**src/rtl/scrb_pkg.sv**
```systemverilog
`timescale 1ns / 1ps

package scrb_pkg;

  // default size of the register memory in bytes
  localparam int unsigned MEM_BYTES = 16;

  // command codes
  localparam logic [7:0] CMD_READ  = 8'h55;
  localparam logic [7:0] CMD_WRITE = 8'hAA;

  // longest read reply in beats
  localparam int unsigned REPLY_LIMIT = 16;
  localparam int unsigned CNT_W       = $clog2(REPLY_LIMIT + 1);

  typedef enum logic [3:0] {
    PH_CMD,
    PH_SIZE_HI,
    PH_SIZE_LO,
    PH_ADDR_HI,
    PH_ADDR_LO,
    PH_DATA,
    PH_CALC,
    PH_FETCH,
    PH_SEND
  } phase_e;

endpackage

```
**src/rtl/serial_command_register_bridge_unit.sv**
```systemverilog
`timescale 1ns / 1ps
// serial command register bridge: parses command frames from a byte stream
// header and write data bytes: one beat per cycle, no result
// read reply: after the fifth header byte the calc and fetch states (fetch skipped when empty),
//   then one beat per cycle while the receiver is ready, up to 16 beats, set by the single memory read port
// input is not taken while a reply is being sent
// reset: parser waits for a command byte, register memory reads as all zero

module serial_command_register_bridge_unit #(
  parameter int unsigned MemBytes = scrb_pkg::MEM_BYTES
) (
  input  logic       clk_i,
  input  logic       rst_ni,
  // received bytes
  input  logic       s_axis_tvalid_i,
  output logic       s_axis_tready_o,
  input  logic [7:0] s_axis_tdata_i,   // [7:0] rx_byte
  // read reply
  output logic       m_axis_tvalid_o,
  input  logic       m_axis_tready_i,
  output logic [7:0] m_axis_tdata_o,   // [7:0] read_byte
  output logic       m_axis_tlast_o,   // is_last
  output logic       m_axis_tuser_o    // [0] clipped
);

  localparam int unsigned AddrW = $clog2(MemBytes);
  localparam int unsigned CntW  = scrb_pkg::CNT_W;

  // sequencer state
  scrb_pkg::phase_e phase_q, phase_d;

  // frame registers
  logic            kind_q, kind_d;       // 1 for a write frame
  logic [15:0]     size_q, size_d;
  logic [15:0]     start_q, start_d;
  logic [15:0]     dcnt_q, dcnt_d;       // write data bytes taken so far

  // reply registers
  logic [CntW-1:0]  rem_q, rem_d;        // beats still to send
  logic             clip_q, clip_d;
  logic             empty_q, empty_d;    // reply is a single zero beat
  logic [AddrW-1:0] ptr_q, ptr_d;

  // handshakes
  logic in_beat;
  logic out_beat;
  logic last_beat;

  // memory port
  logic             mem_wr_en;
  logic [AddrW-1:0] mem_wr_addr;
  logic             mem_rd_en;
  logic [AddrW-1:0] mem_rd_addr;
  logic [7:0]       mem_rd_data;

  // write address and reply length arithmetic
  logic [16:0]      wr_sum;
  logic             wr_hit;
  logic [15:0]      avail;
  logic [15:0]      take;
  logic [15:0]      count;
  logic             clip_calc;
  logic [15:0]      dcnt_inc;

  assign in_beat   = s_axis_tvalid_i && s_axis_tready_o;
  assign out_beat  = m_axis_tvalid_o && m_axis_tready_i;
  assign last_beat = empty_q || (rem_q == CntW'(1));

  // address of the current write data byte, no wrap
  assign wr_sum   = {1'b0, start_q} + {1'b0, dcnt_q};
  assign wr_hit   = wr_sum < 17'(MemBytes);
  assign dcnt_inc = dcnt_q + 16'd1;

  // reply length: bytes left up to the memory end, then the reply limit
  always_comb begin
    avail     = (start_q < 16'(MemBytes)) ? (16'(MemBytes) - start_q) : 16'd0;
    take      = (size_q < avail) ? size_q : avail;
    clip_calc = (take != size_q);
    count     = take;
    if (take > 16'(scrb_pkg::REPLY_LIMIT)) begin
      count     = 16'(scrb_pkg::REPLY_LIMIT);
      clip_calc = 1'b1;
    end
  end

  // next state
  always_comb begin
    phase_d = phase_q;
    case (phase_q)
      scrb_pkg::PH_CMD: begin
        if (in_beat && (s_axis_tdata_i == scrb_pkg::CMD_READ ||
                        s_axis_tdata_i == scrb_pkg::CMD_WRITE)) begin
          phase_d = scrb_pkg::PH_SIZE_HI;
        end
      end
      scrb_pkg::PH_SIZE_HI: if (in_beat) phase_d = scrb_pkg::PH_SIZE_LO;
      scrb_pkg::PH_SIZE_LO: if (in_beat) phase_d = scrb_pkg::PH_ADDR_HI;
      scrb_pkg::PH_ADDR_HI: if (in_beat) phase_d = scrb_pkg::PH_ADDR_LO;
      scrb_pkg::PH_ADDR_LO: begin
        if (in_beat) begin
          if (!kind_q) begin
            phase_d = scrb_pkg::PH_CALC;
          end else if (size_q == 16'd0) begin
            phase_d = scrb_pkg::PH_CMD;
          end else begin
            phase_d = scrb_pkg::PH_DATA;
          end
        end
      end
      scrb_pkg::PH_DATA: begin
        if (in_beat && dcnt_inc == size_q) begin
          phase_d = scrb_pkg::PH_CMD;
        end
      end
      scrb_pkg::PH_CALC: begin
        phase_d = (count == 16'd0) ? scrb_pkg::PH_SEND : scrb_pkg::PH_FETCH;
      end
      scrb_pkg::PH_FETCH: phase_d = scrb_pkg::PH_SEND;
      scrb_pkg::PH_SEND: begin
        if (out_beat && last_beat) begin
          phase_d = scrb_pkg::PH_CMD;
        end
      end
      default: phase_d = scrb_pkg::PH_CMD;
    endcase
  end

  // datapath and handshake outputs
  always_comb begin
    s_axis_tready_o = 1'b0;
    m_axis_tvalid_o = 1'b0;
    kind_d      = kind_q;
    size_d      = size_q;
    start_d     = start_q;
    dcnt_d      = dcnt_q;
    rem_d       = rem_q;
    clip_d      = clip_q;
    empty_d     = empty_q;
    ptr_d       = ptr_q;
    mem_wr_en   = 1'b0;
    mem_wr_addr = wr_sum[AddrW-1:0];
    mem_rd_en   = 1'b0;
    mem_rd_addr = ptr_q;
    case (phase_q)
      scrb_pkg::PH_CMD: begin
        s_axis_tready_o = 1'b1;
        if (in_beat) begin
          kind_d = (s_axis_tdata_i == scrb_pkg::CMD_WRITE);
        end
      end
      scrb_pkg::PH_SIZE_HI: begin
        s_axis_tready_o = 1'b1;
        if (in_beat) size_d = {s_axis_tdata_i, 8'h00};
      end
      scrb_pkg::PH_SIZE_LO: begin
        s_axis_tready_o = 1'b1;
        if (in_beat) size_d = {size_q[15:8], s_axis_tdata_i};
      end
      scrb_pkg::PH_ADDR_HI: begin
        s_axis_tready_o = 1'b1;
        if (in_beat) start_d = {s_axis_tdata_i, 8'h00};
      end
      scrb_pkg::PH_ADDR_LO: begin
        s_axis_tready_o = 1'b1;
        if (in_beat) begin
          start_d = {start_q[15:8], s_axis_tdata_i};
          dcnt_d  = 16'd0;
        end
      end
      scrb_pkg::PH_DATA: begin
        s_axis_tready_o = 1'b1;
        if (in_beat) begin
          // bytes past the memory end are taken and dropped
          mem_wr_en = wr_hit;
          dcnt_d    = dcnt_inc;
        end
      end
      scrb_pkg::PH_CALC: begin
        rem_d   = CntW'(count);
        clip_d  = clip_calc;
        empty_d = (count == 16'd0);
        ptr_d   = start_q[AddrW-1:0];
      end
      scrb_pkg::PH_FETCH: begin
        mem_rd_en = 1'b1;
      end
      scrb_pkg::PH_SEND: begin
        m_axis_tvalid_o = 1'b1;
        if (out_beat && !last_beat) begin
          // prefetch the next byte while this beat leaves
          ptr_d       = ptr_q + AddrW'(1);
          rem_d       = rem_q - CntW'(1);
          mem_rd_en   = 1'b1;
          mem_rd_addr = ptr_d;
        end
      end
      default: ;
    endcase
  end

  assign m_axis_tdata_o = empty_q ? 8'h00 : mem_rd_data;
  assign m_axis_tlast_o = last_beat;
  assign m_axis_tuser_o = clip_q;

  always_ff @(posedge clk_i or negedge rst_ni) begin
    if (!rst_ni) begin
      phase_q <= scrb_pkg::PH_CMD;
      kind_q  <= 1'b0;
      size_q  <= 16'd0;
      start_q <= 16'd0;
      dcnt_q  <= 16'd0;
      rem_q   <= '0;
      clip_q  <= 1'b0;
      empty_q <= 1'b0;
    end else begin
      phase_q <= phase_d;
      kind_q  <= kind_d;
      size_q  <= size_d;
      start_q <= start_d;
      dcnt_q  <= dcnt_d;
      rem_q   <= rem_d;
      clip_q  <= clip_d;
      empty_q <= empty_d;
    end
  end

  // read pointer is payload, loaded before use
  always_ff @(posedge clk_i) begin
    ptr_q <= ptr_d;
  end

  scrb_regmem #(
    .MemBytes (MemBytes),
    .AddrW    (AddrW)
  ) u_regmem (
    .clk_i     (clk_i),
    .rst_ni    (rst_ni),
    .wr_en_i   (mem_wr_en),
    .wr_addr_i (mem_wr_addr),
    .wr_data_i (s_axis_tdata_i),
    .rd_en_i   (mem_rd_en),
    .rd_addr_i (mem_rd_addr),
    .rd_data_o (mem_rd_data)
  );

endmodule

```
**src/rtl/scrb_regmem.sv**
```systemverilog
`timescale 1ns / 1ps

module scrb_regmem #(
  parameter int unsigned MemBytes = scrb_pkg::MEM_BYTES,
  parameter int unsigned AddrW    = $clog2(MemBytes)
) (
  input  logic             clk_i,
  input  logic             rst_ni,
  input  logic             wr_en_i,
  input  logic [AddrW-1:0] wr_addr_i,
  input  logic [7:0]       wr_data_i,
  input  logic             rd_en_i,
  input  logic [AddrW-1:0] rd_addr_i,
  output logic [7:0]       rd_data_o
);

  logic [7:0]          mem_q [MemBytes];
  logic [MemBytes-1:0] valid_q;
  logic [7:0]          rd_data_q;

  // entries never written read as zero
  always_ff @(posedge clk_i or negedge rst_ni) begin
    if (!rst_ni) begin
      valid_q <= '0;
    end else if (wr_en_i) begin
      valid_q[wr_addr_i] <= 1'b1;
    end
  end

  always_ff @(posedge clk_i) begin
    if (wr_en_i) begin
      mem_q[wr_addr_i] <= wr_data_i;
    end
  end

  always_ff @(posedge clk_i) begin
    if (rd_en_i) begin
      rd_data_q <= valid_q[rd_addr_i] ? mem_q[rd_addr_i] : 8'h00;
    end
  end

  assign rd_data_o = rd_data_q;

endmodule

```
**config.mk**
```make
export PLATFORM = sky130hd
export DESIGN_NAME = serial_command_register_bridge_unit
export DESIGN_NICKNAME = d
export VERILOG_FILES = /design/src/rtl/scrb_pkg.sv /design/src/rtl/serial_command_register_bridge_unit.sv /design/src/rtl/scrb_regmem.sv
export SDC_FILE = /design/constraint.sdc
export NUM_CORES = 1
export LEC_CHECK = 0
export BUFFER_PORTS_ARGS = -buffer_cell sky130_fd_sc_hd__buf_2
export CAP_MARGIN = 20
export CORE_UTILIZATION = 40
export DETAILED_ROUTE_END_ITERATION = 10
export PLACE_DENSITY_LB_ADDON = 0.2
export SLEW_MARGIN = 20
export SYNTH_ARGS = -nofsm -noshare
export SYNTH_HDL_FRONTEND = slang
export SYNTH_HIERARCHICAL = 1
export SYNTH_SLANG_ARGS = --single-unit
export TNS_END_PERCENT = 100
```
**constraint.sdc**
```tcl
create_clock -name clk_i -period 9.1 [get_ports clk_i]
set_input_delay 0.455 -clock clk_i [delete_from_list [all_inputs] [get_ports clk_i]]
set_output_delay 0.455 -clock clk_i [all_outputs]
set_load 0.05 [all_outputs]
```
==> results of run 1 <==
-- power groups by stage --
stage               Combinational (uW)  Sequential (uW)  Clock, uW
floorplan                          262             1140          0
global placement                   343             1180          0
detailed placement                 347             1180          0
CTS                                349             1160        949
global route                       386             1170        983
finish                             348             1160        930
-- synthesized netlist by cell type, types with 3 or more instances --
library cell	number	area [um2]
edfxtp_1	140	4204
nand2_1	80	300.3
dfrtp_1	76	1902
nor2_1	43	161.4
ha_1	36	450.4
mux4_2	36	810.8
a21oi_1	32	160.2
nand3_1	31	155.2
clkbuf_1	27	101.4
o21ai_0	27	135.1
a22o_1	25	219.0
nor3_1	24	120.1
nor2b_1	19	118.9
a22oi_1	18	135.1
or2_2	17	106.4
inv_1	16	60.06
nor4_1	14	87.58
xnor2_1	14	122.6
xor2_1	11	96.34
mux2_2	9	101.4
a21o_1	8	60.06
nand2b_1	7	43.79
nand4_1	6	37.54
or3_1	6	37.54
mux2i_1	5	50.05
and2_1	4	25.02
and3_1	4	25.02
buf_4	4	30.03
nor4bb_1	4	40.04
a211oi_1	3	22.52
a31oi_1	3	18.77
and4_1	3	26.28
o2111ai_1	3	26.28
o211ai_1	3	22.52
o221ai_1	3	26.28
o22ai_1	3	18.77
or3b_2	3	26.28
or4_1	3	22.52
-- registers in the layout, indices dropped and copies added (netlist names), 5 cells and up --
name,flops
u_regmem/mem_q,128
dcnt_q,16
size_q,16
start_q,16
u_regmem/valid_q,16
u_regmem/rd_data_o,8
rem_q,5
-- per-stage QoR --
step                worst slack (ns)  instances
finish                         4.917       1193
global route                   4.590       1193
floorplan                      5.521        818
global placement               5.060       1146
detailed placement             4.946       1147
CTS                            4.934       1192
-- worst max path at each step --
stage                                endpoint                   start  depth (start not counted)  slack, ns
2_1_floorplan  u_regmem/mem_q[0][0]$_DFFE_PP_  start_q[0]$_DFFE_PN0P_                         10       5.52
3_3_place_gp       m_axis_tuser_o$_DFFE_PN0P_  start_q[7]$_DFFE_PN0P_                         11       5.06
3_5_place_dp       m_axis_tuser_o$_DFFE_PN0P_  start_q[7]$_DFFE_PN0P_                         11       4.95
4_1_cts            m_axis_tuser_o$_DFFE_PN0P_  start_q[7]$_DFFE_PN0P_                         11       4.93
5_1_grt                  rem_q[4]$_DFFE_PN0P_  start_q[7]$_DFFE_PN0P_                         11       4.59
6_report           m_axis_tuser_o$_DFFE_PN0P_  start_q[7]$_DFFE_PN0P_                         11       4.92
-- kinds of logic after synthesis --
| logic type | count (synthesis) | share of synthesized area |
|---|---|---|
| AOI/OAI and AO/OA | 152 | 0.1022 |
| xor gates and xnor gates | 25 | 0.02092 |
| DFF | 216 | 0.5834 |
| and+or+nand+nor | 277 | 0.1362 |
| other | 1 | 0.0003583 |
| buffers and inverters | 50 | 0.02008 |
| adders and majority gates | 37 | 0.04495 |
| muxes | 50 | 0.09193 |
-- cell type report --
cell class	instances	area (um2)
fill	2317	13640
timing repair buffer	34	215.2
tap	330	412.9
inverter	17	63.81
multi-input combinational	552	4203
clock buffer	31	656.9
sequential	216	6106
clock inverter	13	103.9
-- routing by layer --
metal,routed length [um],share of wire
met5,0,0
met4,459,0.018
met3,1113,0.044
met2,12570,0.49
met1,11360,0.45
==> summary.txt, run 1 <==
CTS
  • Setup repair bufs after CTS: 0
  • Clock root buffer: clkbuf_16
  • Clock Latency Late Sink: 0.52 ns
  • Post_cts resized: 0
  • CTS Buffer Depth: 3
  • Num CTS Buffers: 24
  • Hold Buf Count CTS: 1
  • Clock sink total: 216
  • CTS clk-pin slew, worst paths: 0.06 ns
  • CTS tree: done
  • H-tree depth: 1

Placement
  • Post-DP HPWL: 16.74 mm
  • Placer Congestion: 0.8350
  • Port bufs: 23
  • Dpl cell area: 10970 um2

Power and ir drop
  • Int Pwr: 1774 uW
  • Share of power burned in registers: 0.477
  • Pwr Density: 207.7 nW/um2
  • Sw Share: 0.2738
  • Leak: 0.004602 uW
  • Pwr Total: 2443 uW
  • Clk pwr share: 0.381
  • NetSw: 668.9 uW
  • Comb pwr share: 0.143
  • Worst VDD drop: 0.1429 mV

Critical path
  • WP buf/inv: 0
  • RR Endpoint: m_axis_tuser_o$_DFFE_PN0P_
  • CP Launch Type: register
  • Worst Path Required: 9.51 ns
  • Critical Path AT: 4.59 ns
  • Crit path cell chain: or4_1 > nor3_1 > nand2_1 > ha_1 > or3b_2 > nor4_1 > o2111ai_1 > a41oi_2 > mux2i_1 > a311o_1 > o221a_1
  • Peak fanout along the critical path: 14
  • Critical path's slowest cell: or4_1
  • Worst path max stage delay: 0.59 ns
  • Reg2Reg Depth: 11
  • FF-to-FF setup slack: 4.92 ns
  • Setup crit end kind: register
  • R2r startpoint: start_q[7]$_DFFE_PN0P_
  • Delay-heaviest family, CP: simple AND/OR/NAND/NOR gates
  • Critical setup path kind: register to register

Detailed routing
  • DRC viols: 0
  • Drt total wl: 25.51 mm
  • Antenna-violating nets left: 0
  • Vias: 6732
  • WL per Instance: 21.38 um
  • Vias per cell: 5.643
  • 1st-iter DRT viols: 512
  • First drt pass iteration count: 7

Timing
  • Period utilisation layout: 0.4597
  • Sum Neg Setup Slack: 0 ns
  • Final min period: 4.183 ns
  • Setup repair after global routing missed its margin: false
  • Slew Limit Fails: 0
  • Final Setup Violations: 0
  • Fmax: 239.0 MHz
  • Worst hold slack: 0.2684 ns
  • Final Hold Viols: 0
  • Clock skew: 0.009542 ns
  • Slew HR: 0.3426
  • Worst Max-Slew Pin Slew: 0.9838 ns

Global route
  • M2 GR Usage: 0.3365
  • Vias in the first global route: 6741
  • Busiest layer in global routing: met2
  • Grt ovf: 0
  • Largest net degree at the start of global routing: 73
  • Total track usage: 0.1979
  • Initial antenna violation count: 0
  • First-pass GRT wire length: 39.69 mm
  • Met3 usage: 0.02677
  • Grt met1 use: 0.2700

Synthesis
  • Syn Inst Count: 808
  • Yosys warnings: 6
  • Yosys reg bits: 216
  • Synth Cell Area: 10470 um2
  • Prevailing post-synth register cell: edfxtp_1
  • Post-synth cell types: 68
  • Fraction of the yosys area taken by sequential cells: 0.5834
  • Post-synth EDFFs: 140
  • Avg Cell Area, Syn: 12.95 um2
  • Ys async rst share: 0.3519

Layout
  • Most common cell after layout, fill and taps aside: edfxtp_1
  • Final Cell Area: 11760 um2
  • ANT cells: 0
  • Layout Utilization: 0.4631
  • Layout net count: 894
  • Share of cells above drive strength 1: 0.1669
  • Leading cell types in the layout, fill and taps excluded: edfxtp_1, nand2_1, dfrtp_1, nor2_1
  • Syn-to-layout area delta: 12.37%

Die
  • Die width: 163.8 um
  • Core footprint: 25400 um2
  • IO Count: 24
  • FP Rows: 58
  • Chip height: 163.8 um
  • Die Area: 26820 um2
  • Initial Utilization: 0.4121

Min path
  • HP Class: primary input to async pin

Flow run
  • Max-Cap Viols: 0

Outcome
  • Status: finished clean
(Power assumes the default switching activity.)
==> run 2: changes to the inputs <==
clock period = 3.9 ns   (was 9.1 ns; I/O delays follow)
==> summary.txt, run 2 (synthesis gave the netlist of run 1 again) <==
Outcome
  • Status: finished clean

CTS
  • Clock Latency Late Sink: 0.51 ns
  • CTS tree: done
  • H-tree depth: 1
  • CTS clk-pin slew, worst paths: 0.06 ns
  • Num CTS Buffers: 24
  • Clock sink total: 216
  • Clock root buffer: clkbuf_16
  • CTS Buffer Depth: 3
  • Post_cts resized: 0

Critical path
  • Worst Path Required: 4.33 ns
  • Setup crit end kind: register
  • Peak fanout along the critical path: 13
  • Critical setup path kind: register to register
  • Critical Path AT: 4.05 ns
  • CP Launch Type: register

Timing
  • Slew HR: 0.3396
  • Worst Max-Slew Pin Slew: 0.9882 ns
  • Slew Limit Fails: 0
  • Fmax: 276.4 MHz
  • Final worst setup slack: 0.2817 ns
  • Setup repair after global routing missed its margin: false
  • Sum Neg Setup Slack: 0 ns
  • Period utilisation layout: 0.9278
  • Final min period: 3.618 ns
  • Final Setup Violations: 0
  • Clock skew: 0.01116 ns
  • Final Hold Viols: 0

Die
  • Die width: 163.8 um
  • Core footprint: 25400 um2
  • Chip height: 163.8 um
  • IO Count: 24
  • Die Area: 26820 um2
  • Initial Utilization: 0.4121
  • FP Rows: 58

Layout
  • Leading cell types in the layout, fill and taps excluded: edfxtp_1, nand2_1, dfrtp_1, nor2_1, buf_4
  • Layout net count: 921
  • Max FFs per register: 128
  • Register with the most flip-flops: u_regmem/mem_q
  • Share of cells above drive strength 1: 0.1899
  • ANT cells: 0
  • Most common cell after layout, fill and taps aside: edfxtp_1
  • Syn-to-layout area delta: 14.46%
  • Layout Utilization: 0.4717

Power and ir drop
  • Pwr Density: 479.0 nW/um2
  • Leak: 0.004720 uW
  • Worst VDD drop: 0.2984 mV

Placement
  • Post-DP HPWL: 17.00 mm
  • Setup WS pre-CTS: 0.2843 ns
  • Placer Congestion: 0.8482
  • Port bufs: 23

Detailed routing
  • WL per Instance: 20.88 um
  • Antenna-violating nets left: 0
  • Drt total wl: 25.47 mm
  • First drt pass iteration count: 5
  • 1st-iter DRT viols: 470
  • Vias per cell: 5.628
  • DRC viols: 0
  • Vias: 6866

Global route
  • Total track usage: 0.1985
  • Initial antenna violation count: 0
  • Grt ovf: 0
  • Largest net degree at the start of global routing: 43
  • Vias in the first global route: 6825
  • First-pass GRT wire length: 40.17 mm

Flow run
  • Max-Cap Viols: 0

Min path
  • HP Class: primary input to register
-- run 2: changes by cell type in the layout (fill, tap and decap cells not counted) --
cell	before	now
clkinv_8	1	0
clkinv_1	2	4
clkinvlp_4	0	6
clkinv_2	9	4
buf_4	10	37
clkbuf_8	3	0
clkbuf_16	24	25
bufinv_16	1	2
clkinv_4	1	0
-- run 2: metal layers --
layer | vias up | track usage | routed length (um)
li1 | 3228 | - | -
met1 | 3442 | 0.2799 | 11820
met2 | 163 | 0.3216 | 11980
met3 | 33 | 0.02576 | 1069
met4 | 0 | 0.05640 | 588
met5 | - | 0 | 0
-- run 2: critical path, stage by stage, from the launching register on --
cell and delay (ns):
dfrtp_1 0.40, or4_1 0.59, or3_1 0.48, or3_1 0.45, ha_1 0.28, o211ai_1 0.09, o2111ai_1 0.15, a41oi_2 0.27
buf_4 0.23, mux2i_1 0.29, nand2_1 0.14, a21oi_1 0.17
-- run 2: worst paths after layout --
path | startpoint | cells past startpoint | to | slack [ns]
max | start_q[7]$_DFFE_PN0P_ | 11 | phase_q[1]$_DFFE_PN0P_ | 0.28
min | s_axis_tvalid_i | 3 | dcnt_q[0]$_DFFE_PN0P_ | 0.14
max reg2reg | start_q[7]$_DFFE_PN0P_ | 11 | phase_q[1]$_DFFE_PN0P_ | 0.28
min reg2reg | u_regmem/valid_q[12]$_DFFE_PN0P_ | 1 | u_regmem/valid_q[12]$_DFFE_PN0P_ | 0.46
max in group asynchronous | rst_ni | 3 | size_q[10]$_DFFE_PN0P_ | 2.73
min in group asynchronous | rst_ni | 2 | u_regmem/valid_q[14]$_DFFE_PN0P_ | 0.23
-- run 2: report_power, final --
group          switching [uW]  internal (uW)
Combinational             454            361
Clock                     907           1300
Sequential                184           2530
-- run 2: final cells by class --
class	count	area (um2)
Fill cell	2273	13420
Timing Repair Buffer	61	417.9
Tap cell	330	412.9
Multi-Input combinational cell	552	4203
Clock buffer	29	640.6
Sequential cell	216	6106
Inverter	17	63.81
Clock inverter	15	136.4
-- run 2: repair_timing --
item                                    in CTS  in global routing
endpoints found under the setup margin       0                  0
hold endpoints to repair                    41                  0
setup buffers                                0                  0
hold buffers                                 1                  0
-- run 2: stage by stage --
step	hold slack, ns	instance area, um2	instances	power [uW]
detailed placement	0.2412	11190	1175	3564
CTS	0.1080	11980	1220	5789
floorplan	-0.1006	10500	818	3277
finish	0.1425	11980	1220	5739
global placement	0.2326	11190	1175	3564
global route	0.1226	11980	1220	6003
